**src/sv/uapf_pkg.sv**
```systemverilog
// shared types, constants and helpers for the unit-addressed pair framer
// no dependencies; imported by every module of the block except uapf_ram
`timescale 1ns / 1ps
`default_nettype none

package uapf_pkg;

  // field widths
  localparam int UNIT_W = 6;
  localparam int BYTE_W = 8;

  // default number of units
  localparam int NUM_UNITS_DEF = 64;

  // register map
  localparam logic REG_PAIR_TIMEOUT = 1'b0;
  localparam logic [BYTE_W-1:0] TIMEOUT_RESET = 8'd66;

  // event unit for take-event
  localparam logic [UNIT_W-1:0] EVENT_UNIT = 6'd2;

  // result kinds
  localparam logic [1:0] RES_TX       = 2'd0;
  localparam logic [1:0] RES_DISPATCH = 2'd1;
  localparam logic [1:0] RES_REPLY    = 2'd2;

  // operation codes
  typedef enum logic [2:0] {
    OP_RX         = 3'd0,
    OP_TICK       = 3'd1,
    OP_TX         = 3'd2,
    OP_SET_KIND   = 3'd3,
    OP_READ       = 3'd4,
    OP_TAKE_EVENT = 3'd5
  } op_t;

  // unit types
  typedef enum logic [2:0] {
    KIND_UNDEF = 3'd0,
    KIND_RESET = 3'd1,
    KIND_ERROR = 3'd2,
    KIND_ACK   = 3'd3,
    KIND_GPIO  = 3'd4,
    KIND_SPI   = 3'd5,
    KIND_I2C   = 3'd6,
    KIND_OTHER = 3'd7
  } kind_t;

  // framing phase
  typedef enum logic [1:0] {
    PH_UNIT    = 2'd0,
    PH_DATA    = 2'd1,
    PH_DISCARD = 2'd2
  } phase_t;

  // sequencer states
  typedef enum logic [1:0] {
    ST_IDLE  = 2'd0,
    ST_LOOK  = 2'd1,
    ST_EMIT2 = 2'd2
  } seq_state_t;

  // one unit entry in the memory
  typedef struct packed {
    logic              handler;
    kind_t             kind;
    logic [BYTE_W-1:0] in_val;
    logic [BYTE_W-1:0] out_val;
  } entry_t;

  // memory access request from the sequencer
  typedef struct packed {
    logic              rd_en;
    logic [UNIT_W-1:0] rd_addr;
    logic              wr_en;
    logic [UNIT_W-1:0] wr_addr;
    entry_t            wr_data;
  } mem_req_t;

  // entry contents after reset
  function automatic entry_t reset_entry(input logic [UNIT_W-1:0] unit);
    entry_t e;
    e = '0;
    if (unit == 6'd0) begin
      e.kind = KIND_RESET;
    end else if (unit == 6'd1) begin
      e.kind = KIND_ERROR;
    end else if (unit == EVENT_UNIT) begin
      e.kind = KIND_ACK;
    end else begin
      e.kind = KIND_UNDEF;
    end
    return e;
  endfunction

endpackage

`default_nettype wire

```
**src/sv/unit_addressed_uart_pair_framer.sv**
```systemverilog
// top level of the unit-addressed pair framer
// depends on uapf_pkg, uapf_ram, uapf_regs, uapf_seq
`timescale 1ns / 1ps
`default_nettype none

// Frames a byte link as unit/data byte pairs and keeps per-unit type, input
// and output values in one on-chip memory. Issue a transaction by raising
// start while busy is low. The sequencer accepts it in ST_IDLE and issues the
// memory read, then takes the read data and writes the entry back in ST_LOOK;
// a transmit goes on to ST_EMIT2, since its unit byte and data byte leave as two
// results. The registered read of the unit memory is why the lookup has its own state. Results appear
// for exactly one cycle with result_valid high and cannot be held off, so the
// receiver must take every result on the cycle it is shown; last_of_run marks
// the final result of a transaction. The memory needs no clearing pass after
// reset: units never written read as their reset contents.
module unit_addressed_uart_pair_framer
  import uapf_pkg::*;
#(
  parameter int NUM_UNITS = NUM_UNITS_DEF
) (
  input  wire logic              clk,
  input  wire logic              rst,
  input  wire logic              start,
  output logic                   busy,
  input  wire logic [2:0]        op,
  input  wire logic [BYTE_W-1:0] data_byte,
  input  wire logic              line_error,
  input  wire logic [BYTE_W-1:0] unit_byte,
  input  wire logic [2:0]        unit_kind,
  input  wire logic              handler_enable,
  output logic                   result_valid,
  output logic      [1:0]        result_kind,
  output logic      [BYTE_W-1:0] result_byte,
  output logic      [UNIT_W-1:0] result_unit,
  output logic      [BYTE_W-1:0] stored_input,
  output logic      [BYTE_W-1:0] stored_output,
  output logic                   event_seen,
  output logic                   last_of_run,
  input  wire logic              psel,
  input  wire logic              penable,
  input  wire logic              pwrite,
  input  wire logic [2:0]        paddr,
  input  wire logic [31:0]       pwdata,
  output logic      [31:0]       prdata,
  output logic                   pready
);

  localparam int AW = (NUM_UNITS > 1) ? $clog2(NUM_UNITS) : 1;

  logic [BYTE_W-1:0] timeout_ticks;
  mem_req_t          mem_req;
  entry_t            rd_data;

  // configuration register
  uapf_regs u_regs (
    .clk           (clk),
    .rst           (rst),
    .psel          (psel),
    .penable       (penable),
    .pwrite        (pwrite),
    .paddr         (paddr),
    .pwdata        (pwdata),
    .prdata        (prdata),
    .pready        (pready),
    .timeout_ticks (timeout_ticks)
  );

  // unit entry memory
  uapf_ram #(
    .WIDTH ($bits(entry_t)),
    .DEPTH (NUM_UNITS)
  ) u_ram (
    .clk     (clk),
    .wr_en   (mem_req.wr_en),
    .wr_addr (mem_req.wr_addr[AW-1:0]),
    .wr_data (mem_req.wr_data),
    .rd_en   (mem_req.rd_en),
    .rd_addr (mem_req.rd_addr[AW-1:0]),
    .rd_data (rd_data)
  );

  // framing sequencer
  uapf_seq #(
    .NUM_UNITS (NUM_UNITS)
  ) u_seq (
    .clk            (clk),
    .rst            (rst),
    .start          (start),
    .busy           (busy),
    .op             (op),
    .data_byte      (data_byte),
    .line_error     (line_error),
    .unit_byte      (unit_byte),
    .unit_kind      (unit_kind),
    .handler_enable (handler_enable),
    .timeout_ticks  (timeout_ticks),
    .mem_req        (mem_req),
    .rd_data        (rd_data),
    .result_valid   (result_valid),
    .result_kind    (result_kind),
    .result_byte    (result_byte),
    .result_unit    (result_unit),
    .stored_input   (stored_input),
    .stored_output  (stored_output),
    .event_seen     (event_seen),
    .last_of_run    (last_of_run)
  );

endmodule

`default_nettype wire

```
**src/sv/uapf_ram.sv**
```systemverilog
// generic single-port-write, single-port-read ram with registered read data
// no dependencies
`timescale 1ns / 1ps
`default_nettype none

module uapf_ram #(
  parameter int WIDTH = 8,
  parameter int DEPTH = 64,
  localparam int AW = (DEPTH > 1) ? $clog2(DEPTH) : 1
) (
  input  wire logic             clk,
  input  wire logic             wr_en,
  input  wire logic [AW-1:0]    wr_addr,
  input  wire logic [WIDTH-1:0] wr_data,
  input  wire logic             rd_en,
  input  wire logic [AW-1:0]    rd_addr,
  output logic      [WIDTH-1:0] rd_data
);

  logic [WIDTH-1:0] mem [DEPTH];

  // write port and registered read port
  always_ff @(posedge clk) begin
    if (wr_en) begin
      mem[wr_addr] <= wr_data;
    end
    if (rd_en) begin
      rd_data <= mem[rd_addr];
    end
  end

endmodule

`default_nettype wire

```
**src/sv/uapf_regs.sv**
```systemverilog
// apb configuration register: pair timeout in ticks
// depends on uapf_pkg
`timescale 1ns / 1ps
`default_nettype none

module uapf_regs
  import uapf_pkg::*;
(
  input  wire logic              clk,
  input  wire logic              rst,
  input  wire logic              psel,
  input  wire logic              penable,
  input  wire logic              pwrite,
  input  wire logic [2:0]        paddr,
  input  wire logic [31:0]       pwdata,
  output logic      [31:0]       prdata,
  output logic                   pready,
  output logic      [BYTE_W-1:0] timeout_ticks
);

  logic reg_wr;

  // write transaction to the timeout register
  assign reg_wr = psel && penable && pwrite && (paddr[2] == REG_PAIR_TIMEOUT);

  always_ff @(posedge clk) begin
    if (rst) begin
      timeout_ticks <= TIMEOUT_RESET;
    end else if (reg_wr) begin
      timeout_ticks <= pwdata[BYTE_W-1:0];
    end
  end

  // read back
  always_comb begin
    prdata = '0;
    if (paddr[2] == REG_PAIR_TIMEOUT) begin
      prdata = {{(32-BYTE_W){1'b0}}, timeout_ticks};
    end
  end

  assign pready = 1'b1;

endmodule

`default_nettype wire

```
**src/sv/uapf_seq.sv**
```systemverilog
// sequencer: framing state, read-modify-write of unit entries, result output
// depends on uapf_pkg; drives the unit memory through mem_req_t
`timescale 1ns / 1ps
`default_nettype none

module uapf_seq
  import uapf_pkg::*;
#(
  parameter int NUM_UNITS = NUM_UNITS_DEF
) (
  input  wire logic              clk,
  input  wire logic              rst,
  input  wire logic              start,
  output logic                   busy,
  input  wire logic [2:0]        op,
  input  wire logic [BYTE_W-1:0] data_byte,
  input  wire logic              line_error,
  input  wire logic [BYTE_W-1:0] unit_byte,
  input  wire logic [2:0]        unit_kind,
  input  wire logic              handler_enable,
  input  wire logic [BYTE_W-1:0] timeout_ticks,
  output mem_req_t               mem_req,
  input  wire entry_t            rd_data,
  output logic                   result_valid,
  output logic      [1:0]        result_kind,
  output logic      [BYTE_W-1:0] result_byte,
  output logic      [UNIT_W-1:0] result_unit,
  output logic      [BYTE_W-1:0] stored_input,
  output logic      [BYTE_W-1:0] stored_output,
  output logic                   event_seen,
  output logic                   last_of_run
);

  localparam int AW = (NUM_UNITS > 1) ? $clog2(NUM_UNITS) : 1;
  localparam logic [UNIT_W:0] UNIT_LIM = (UNIT_W+1)'(NUM_UNITS);

  seq_state_t state, state_next;
  phase_t     frame_phase, phase_next;
  logic [UNIT_W-1:0] held_unit, held_next;
  logic              timeout_armed, armed_next;
  logic [BYTE_W-1:0] timeout_left, left_next;
  logic [NUM_UNITS-1:0] valid;

  // latched transaction
  logic [2:0]        op_q;
  logic [BYTE_W-1:0] data_q;
  logic              err_q;
  logic [BYTE_W-1:0] ubyte_q;
  logic [2:0]        kind_q;
  logic              hen_q;
  logic [UNIT_W-1:0] addr_q;
  logic              vld_q;

  logic              accept;
  logic [UNIT_W-1:0] rd_addr;
  logic              rd_in_range;
  logic              rd_vld;
  logic              in_range;
  entry_t            ent, ent_mod;

  logic              res_valid_next, res_ev_next, res_last_next;
  logic [1:0]        res_kind_next;
  logic [BYTE_W-1:0] res_byte_next, res_in_next, res_out_next;
  logic [UNIT_W-1:0] res_unit_next;

  assign busy   = (state != ST_IDLE);
  assign accept = start && (state == ST_IDLE);

  // entry address of the incoming transaction
  always_comb begin
    if ((op_t'(op) == OP_RX) && (frame_phase == PH_DATA)) begin
      rd_addr = held_unit;
    end else if (op_t'(op) == OP_TAKE_EVENT) begin
      rd_addr = EVENT_UNIT;
    end else begin
      rd_addr = unit_byte[UNIT_W-1:0];
    end
  end

  assign rd_in_range = ({1'b0, rd_addr} < UNIT_LIM);
  assign rd_vld      = rd_in_range ? valid[rd_addr[AW-1:0]] : 1'b0;
  assign in_range    = ({1'b0, addr_q} < UNIT_LIM);

  // entry never written reads as its reset contents
  assign ent = vld_q ? rd_data : reset_entry(addr_q);

  // capture transaction fields
  always_ff @(posedge clk) begin
    if (accept) begin
      op_q    <= op;
      data_q  <= data_byte;
      err_q   <= line_error;
      ubyte_q <= unit_byte;
      kind_q  <= unit_kind;
      hen_q   <= handler_enable;
      addr_q  <= rd_addr;
      vld_q   <= rd_vld;
    end
  end

  // control state and valid bits
  always_ff @(posedge clk) begin
    if (rst) begin
      state         <= ST_IDLE;
      frame_phase   <= PH_UNIT;
      held_unit     <= '0;
      timeout_armed <= 1'b0;
      timeout_left  <= '0;
      valid         <= '0;
      result_valid  <= 1'b0;
    end else begin
      state         <= state_next;
      frame_phase   <= phase_next;
      held_unit     <= held_next;
      timeout_armed <= armed_next;
      timeout_left  <= left_next;
      result_valid  <= res_valid_next;
      if (mem_req.wr_en) begin
        valid[addr_q[AW-1:0]] <= 1'b1;
      end
    end
  end

  // result payload registers
  always_ff @(posedge clk) begin
    result_kind   <= res_kind_next;
    result_byte   <= res_byte_next;
    result_unit   <= res_unit_next;
    stored_input  <= res_in_next;
    stored_output <= res_out_next;
    event_seen    <= res_ev_next;
    last_of_run   <= res_last_next;
  end

  // next state, memory access and results
  always_comb begin
    state_next     = state;
    phase_next     = frame_phase;
    held_next      = held_unit;
    armed_next     = timeout_armed;
    left_next      = timeout_left;
    ent_mod        = ent;
    mem_req        = '0;
    res_valid_next = 1'b0;
    res_kind_next  = RES_TX;
    res_byte_next  = '0;
    res_unit_next  = addr_q;
    res_in_next    = '0;
    res_out_next   = '0;
    res_ev_next    = 1'b0;
    res_last_next  = 1'b0;

    unique case (state)
      ST_IDLE: begin
        if (start) begin
          mem_req.rd_en   = 1'b1;
          mem_req.rd_addr = rd_addr;
          state_next      = ST_LOOK;
        end
      end

      ST_LOOK: begin
        state_next = ST_IDLE;
        case (op_t'(op_q))
          OP_RX: begin
            case (frame_phase)
              PH_UNIT: begin
                held_next  = data_q[UNIT_W-1:0];
                phase_next = (err_q || (data_q[7:6] != 2'b00)) ? PH_DISCARD : PH_DATA;
                armed_next = 1'b1;
                left_next  = timeout_ticks;
              end
              PH_DATA: begin
                phase_next = PH_UNIT;
                armed_next = 1'b0;
                if (!err_q && in_range && (ent.kind != KIND_UNDEF)) begin
                  case (ent.kind) inside
                    KIND_GPIO, KIND_I2C: begin
                      ent_mod.in_val = data_q;
                      mem_req.wr_en  = 1'b1;
                    end
                    KIND_ACK: begin
                      ent_mod.in_val     = data_q;
                      ent_mod.out_val[7] = 1'b1;
                      mem_req.wr_en      = 1'b1;
                    end
                    default: begin
                    end
                  endcase
                  if (ent.handler) begin
                    res_valid_next = 1'b1;
                    res_kind_next  = RES_DISPATCH;
                    res_byte_next  = data_q;
                    res_last_next  = 1'b1;
                  end
                end
              end
              default: begin
                // discard phase, also the unused phase code
                phase_next = PH_UNIT;
                armed_next = 1'b0;
              end
            endcase
          end

          OP_TICK: begin
            if (timeout_armed) begin
              if (timeout_left <= 8'd1) begin
                left_next  = '0;
                armed_next = 1'b0;
                phase_next = PH_UNIT;
              end else begin
                left_next = timeout_left - 8'd1;
              end
            end
          end

          OP_TX: begin
            if (in_range) begin
              if (((ent.kind == KIND_GPIO) && !ubyte_q[6]) ||
                  ((ent.kind == KIND_SPI) && ubyte_q[6]) ||
                  ((ent.kind == KIND_I2C) && ubyte_q[6])) begin
                ent_mod.out_val = data_q;
                mem_req.wr_en   = 1'b1;
              end else if (ent.kind == KIND_ACK) begin
                ent_mod.out_val[0] = (data_q != 8'd0);
                mem_req.wr_en      = 1'b1;
              end
              res_valid_next = 1'b1;
              res_kind_next  = RES_TX;
              res_byte_next  = ubyte_q;
              state_next     = ST_EMIT2;
            end
          end

          OP_SET_KIND: begin
            if (in_range) begin
              ent_mod.handler = hen_q;
              ent_mod.kind    = kind_t'(kind_q);
              mem_req.wr_en   = 1'b1;
            end
          end

          OP_READ: begin
            res_valid_next = 1'b1;
            res_kind_next  = RES_REPLY;
            res_last_next  = 1'b1;
            if (in_range) begin
              res_in_next  = ent.in_val;
              res_out_next = ent.out_val;
            end
          end

          OP_TAKE_EVENT: begin
            ent_mod.out_val[7] = 1'b0;
            mem_req.wr_en      = 1'b1;
            res_valid_next     = 1'b1;
            res_kind_next      = RES_REPLY;
            res_in_next        = ent_mod.in_val;
            res_out_next       = ent_mod.out_val;
            res_ev_next        = ent.out_val[7];
            res_last_next      = 1'b1;
          end

          default: begin
          end
        endcase
      end

      ST_EMIT2: begin
        // data byte of a transmit pair
        res_valid_next = 1'b1;
        res_kind_next  = RES_TX;
        res_byte_next  = data_q;
        res_last_next  = 1'b1;
        state_next     = ST_IDLE;
      end

      default: begin
        state_next = ST_IDLE;
      end
    endcase

    mem_req.wr_addr = addr_q;
    mem_req.wr_data = ent_mod;
  end

`ifndef ASSERT_OFF
  // results come only out of the lookup or second transmit cycle
  a_result_src: assert property (@(posedge clk) disable iff (rst)
    result_valid |-> ($past(state) == ST_LOOK) || ($past(state) == ST_EMIT2))
    else $error("result without a preceding lookup");

  // second transmit byte always follows a lookup
  a_emit_order: assert property (@(posedge clk) disable iff (rst)
    (state == ST_EMIT2) |-> ($past(state) == ST_LOOK))
    else $error("second transmit byte out of order");

  // write-back only after the read data has arrived
  a_wr_in_look: assert property (@(posedge clk) disable iff (rst)
    mem_req.wr_en |-> (state == ST_LOOK))
    else $error("memory write outside lookup");

  // a pending pair always has a running timeout
  a_phase_armed: assert property (@(posedge clk) disable iff (rst)
    !timeout_armed |-> (frame_phase == PH_UNIT))
    else $error("pair pending without armed timeout");
`endif

endmodule

`default_nettype wire
```
**config.mk**
```make
export PLATFORM = sky130hd
export DESIGN_NAME = unit_addressed_uart_pair_framer
export DESIGN_NICKNAME = d
export VERILOG_FILES = /design/src/sv/uapf_pkg.sv /design/src/sv/unit_addressed_uart_pair_framer.sv /design/src/sv/uapf_ram.sv /design/src/sv/uapf_regs.sv /design/src/sv/uapf_seq.sv
export SDC_FILE = /design/constraint.sdc
export NUM_CORES = 2
export LEC_CHECK = 0
export ABC_AREA = 0
export BUFFER_PORTS_ARGS = -buffer_cell sky130_fd_sc_hd__clkbuf_2
export CAP_MARGIN = 20
export CORE_MARGIN = 2
export CORE_UTILIZATION = 45
export DETAILED_ROUTE_END_ITERATION = 6
export MAX_ROUTING_LAYER = met4
export PLACE_DENSITY_LB_ADDON = 0.05
export SLEW_MARGIN = 20
export SYNTH_ARGS = -nofsm -noshare
export SYNTH_HDL_FRONTEND = slang
export SYNTH_SLANG_ARGS = --single-unit
export TNS_END_PERCENT = 20
```
**constraint.sdc**
```tcl
create_clock -name clk -period 6 [get_ports clk]
set_clock_uncertainty 0.1 [all_clocks]
set_input_delay 0.6 -clock clk [delete_from_list [all_inputs] [get_ports clk]]
set_output_delay 0.6 -clock clk [all_outputs]
set_load 0.005 [all_outputs]
```
==> impl_metrics.py <==
metrics = {
    "final_layout": {
        "fill_cells": 10100,
        "layout_commonest_cell": "edfxtp_1",
        "layout.nets": 4152,
        "fin_area_mm2": 0.0653,
        "layout-drive-gt1-share": 0.151,
        "fin_cells": 5849,
        "syn_to_final_growth_pct": 15.6,
        "layout_common_cells": "edfxtp_1, nand2_1, mux2i_1",
    },
    "detailed_routing": {
        "drt_first_pass_iters": 5,
        "highest_layer": "met4",
        "via_count": 35400,
        "wl_met1_mm": 75.4,
        "wire_per_inst_um": 29.8,
        "viasPerCell": 6.05,
        "postRouteAntennaNets": 0,
        "wl_met2_mm": 81.4,
        "drc": 0,
        "wl_met3_mm": 13.1,
        "drt_iter0_markers": 4099,
        "wl_mm": 174,
    },
    "synthesis": {
        "async_flop_share": 0,
        "ys_seq_area_frac": 0.752,
        "synth_seq_cells": 1457,
        "synth_edf_count": 1331,
        "syn_inst": 3863,
        "synthMuxAreaShare": 0.0382,
        "synthTopCellsByArea": "edfxtp_1, dfxtp_1, mux2i_1, nand2_1, o221ai_1",
        "synth_xor_area_frac": 0.000465,
        "yosys.area_share.simple": 0.0836,
        "synth-compound-area-share": 0.0980,
        "synth_top_area_share": 0.708,
        "syn_area_mm2": 0.0565,
        "yosys.area_share.adder": 0.00111,
        "synth_top_family_by_area": "compound AO/OA/AOI/OAI gates",
        "synth.distinct_cells": 75,
        "post-synth-top-area-cell": "edfxtp_1",
        "ys_warn_count": 0,
        "syn_area_per_cell_um2": 14.6,
        "dominantRegCellSynth": "edfxtp_1",
    },
    "sta": {
        "tightest_slew_ps": 1040,
        "relSlewSlack": 0.302,
        "finalWorstSetupSlack_ps": 1170,
        "min_period_ps": 4830,
        "fmax_mhz": 207,
        "maxSlewViolCount": 0,
        "finalHoldViolCount": 0,
        "fin_crit_sh": 0.805,
        "rsz0062_at_grt": "no",
        "setup_viol": 0,
        "tns_ps": 0,
    },
    "hold_path": {
        "hold_class": "in2reg",
        "hp-start": "start",
    },
    "grt": {
        "grt_pass1_vias": 34200,
        "grtUsageTotal": 0.279,
        "grt_pass1_wl_mm": 246,
        "grt_overflow": 0,
        "antenna_found_initial": 3,
        "grt_max_degree": 124,
    },
    "status": {
        "status": "complete, no violations",
    },
    "place": {
        "gp_congestion": 0.893,
        "dpl-instance-area_mm2": 0.0601,
        "pre_cts_slack_ps": 1050,
        "port_buffers": 82,
        "hpwl_mm": 101,
        "placed_cells": 5534,
    },
    "die": {
        "die-area_mm2": 0.128,
        "fp.dieH_um": 358,
        "fp.dieW_um": 358,
        "initial_core_util": 0.455,
        "num_io_pins": 134,
        "coreArea_mm2": 0.124,
        "row_count": 129,
    },
    "power": {
        "peakVddDrop_mv": 0.262,
        "powerDensity_mw_per_mm2": 339,
        "p_leak_nw": 21.7,
        "power_mw": 22.2,
    },
    "clocking": {
        "clk_pin_slew_ps": 60,
        "postCtsSetupRepairBufs": 0,
        "cts_tree": "built",
        "htreeDepth": 4,
        "clock_path_buffers": 3,
        "tritoncts.num_buffers": 154,
        "clock-sinks": 1457,
        "clock_latency_ps": 770,
        "cts_root_buf": "clkbuf_16",
    },
    "setup_path": {
        "startpoint": "op[2]",
        "critical_path_class": "in2reg",
        "critical_path.max_fanout": 23,
        "critPathLaunchType": "primary input",
        "required_ps": 6380,
        "cp.arrival_ps": 5220,
        "reg2reg_from": "u_seq.addr_q[3]",
        "crit_path_end_kind": "flop",
    },
    "job": {
        "maxCapViolCount": 0,
    },
}
==> final timing paths <==
check / to / slack [ps] / cells after the start
setup / recovery: u_ram.rd_data[6] / 1170 / 12
hold / removal: u_seq.state[0] / 70 / 3
setup reg to reg: u_ram.mem[12][3] / 1200 / 10
hold reg to reg: u_seq.valid[24] / 360 / 2
==> metal layers <==
| metal | vias to the layer above | track usage |
|---|---|---|
| met2 | 1504 | 0.429 |
| met5 | - | - |
| met4 | 0 | 0.0800 |
| met1 | 18200 | 0.389 |
| met3 | 238 | 0.0404 |
| li1 | 15400 | - |
==> cells in the mapped netlist, types with 7 or more instances <==
| cell type | n |
|---|---|
| and3_1 | 29 |
| edfxtp_1 | 1331 |
| clkbuf_1 | 185 |
| nor4_1 | 35 |
| a21oi_1 | 183 |
| or4_1 | 25 |
| mux2i_1 | 210 |
| nor2_1 | 179 |
| nand3_1 | 24 |
| dfxtp_1 | 126 |
| nand2_1 | 443 |
| a211oi_1 | 15 |
| a32oi_1 | 7 |
| o21ai_0 | 72 |
| o32ai_1 | 14 |
| buf_1 | 21 |
| a22oi_1 | 14 |
| o21ba_2 | 9 |
| nor2b_1 | 24 |
| o22ai_1 | 144 |
| a21o_1 | 24 |
| o211ai_1 | 16 |
| nand3b_1 | 7 |
| o41ai_1 | 16 |
| buf_4 | 27 |
| nor3_1 | 163 |
| inv_1 | 67 |
| o31ai_1 | 27 |
| nand2b_1 | 12 |
| nand4_1 | 22 |
| or3_1 | 40 |
| o221ai_1 | 147 |
| o32a_1 | 18 |
| a31oi_1 | 58 |
| buf_2 | 47 |
==> timing repair <==
item                                   4_1_cts  5_1_grt
hold buffers                                28        0
gates resized for setup                      0        0
setup endpoints to repair                    0        0
endpoints found under the hold margin       28        0
==> registers in the layout, summed over array words and instances (netlist names), 2 cells and up <==
signal and cells:
u_seq.data_q 8, u_seq.state 2, u_ram.mem 1280, u_seq.valid 64, u_seq.frame_phase 2, u_seq.op_q 3, u_seq.result_unit 6, u_seq.stored_output 8
u_ram.rd_data 20, u_seq.result_kind 2, u_regs.timeout_ticks 8, u_seq.stored_input 8, u_seq.kind_q 3, u_seq.addr_q 6, u_seq.timeout_left 8, u_seq.held_unit 6
u_seq.result_byte 8, u_seq.ubyte_q 8
==> report_power, final <==
group	total [mW]	switching, mW	internal [mW]	leakage [nW]
combinational	1.55	1.18	0.373	6.16
clock	9.21	3.83	5.38	2.39
sequential	11.4	0.0649	11.3	13.2
==> stage by stage <==
stage / hold WS (ps) / utilization
finish: 70.4 / 0.526
global route: 31.5 / 0.526
CTS: 6.68 / 0.526
detailed placement: 351 / 0.484
global placement: 343 / 0.484
floorplan: 243 / -
==> critical path, stage by stage <==
cell and delay, ps:
dlygate4sd3_1 550, clkbuf_2 200, or4b_1 410, nor2_2 150, a21oi_2 490, inv_2 410, nand3_2 480, nor3_1 110
or4_1 650, o41ai_1 770, buf_4 280, nand4_1 80
==> cell families (layout without fill, tap and decap cells) <==
kind of cell | Yosys count | in the layout
XOR/XNOR | 3 | 3
adder cells (fa/ha/maj) | 5 | 5
multiplexers | 215 | 215
AO/OA/AOI/OAI | 804 | 804
buffers and inverters | 350 | 671
flip-flops | 1457 | 1457
other | 2 | 30
AND/OR/NAND/NOR | 1027 | 1027
==> cell type report <==
class / instances / area (µm²) / area share
multi-input combinational: 2079 / 13200 / 0.202
clock buffer: 197 / 4220 / 0.0645
tap: 1637 / 2050 / 0.0314
sequential: 1457 / 42500 / 0.651
timing repair buffer: 320 / 2420 / 0.0371
clock inverter: 84 / 678 / 0.0104
antenna: 5 / 12.5 / 0.000192
inverter: 70 / 265 / 0.00406
(Power assumes the default switching activity.)
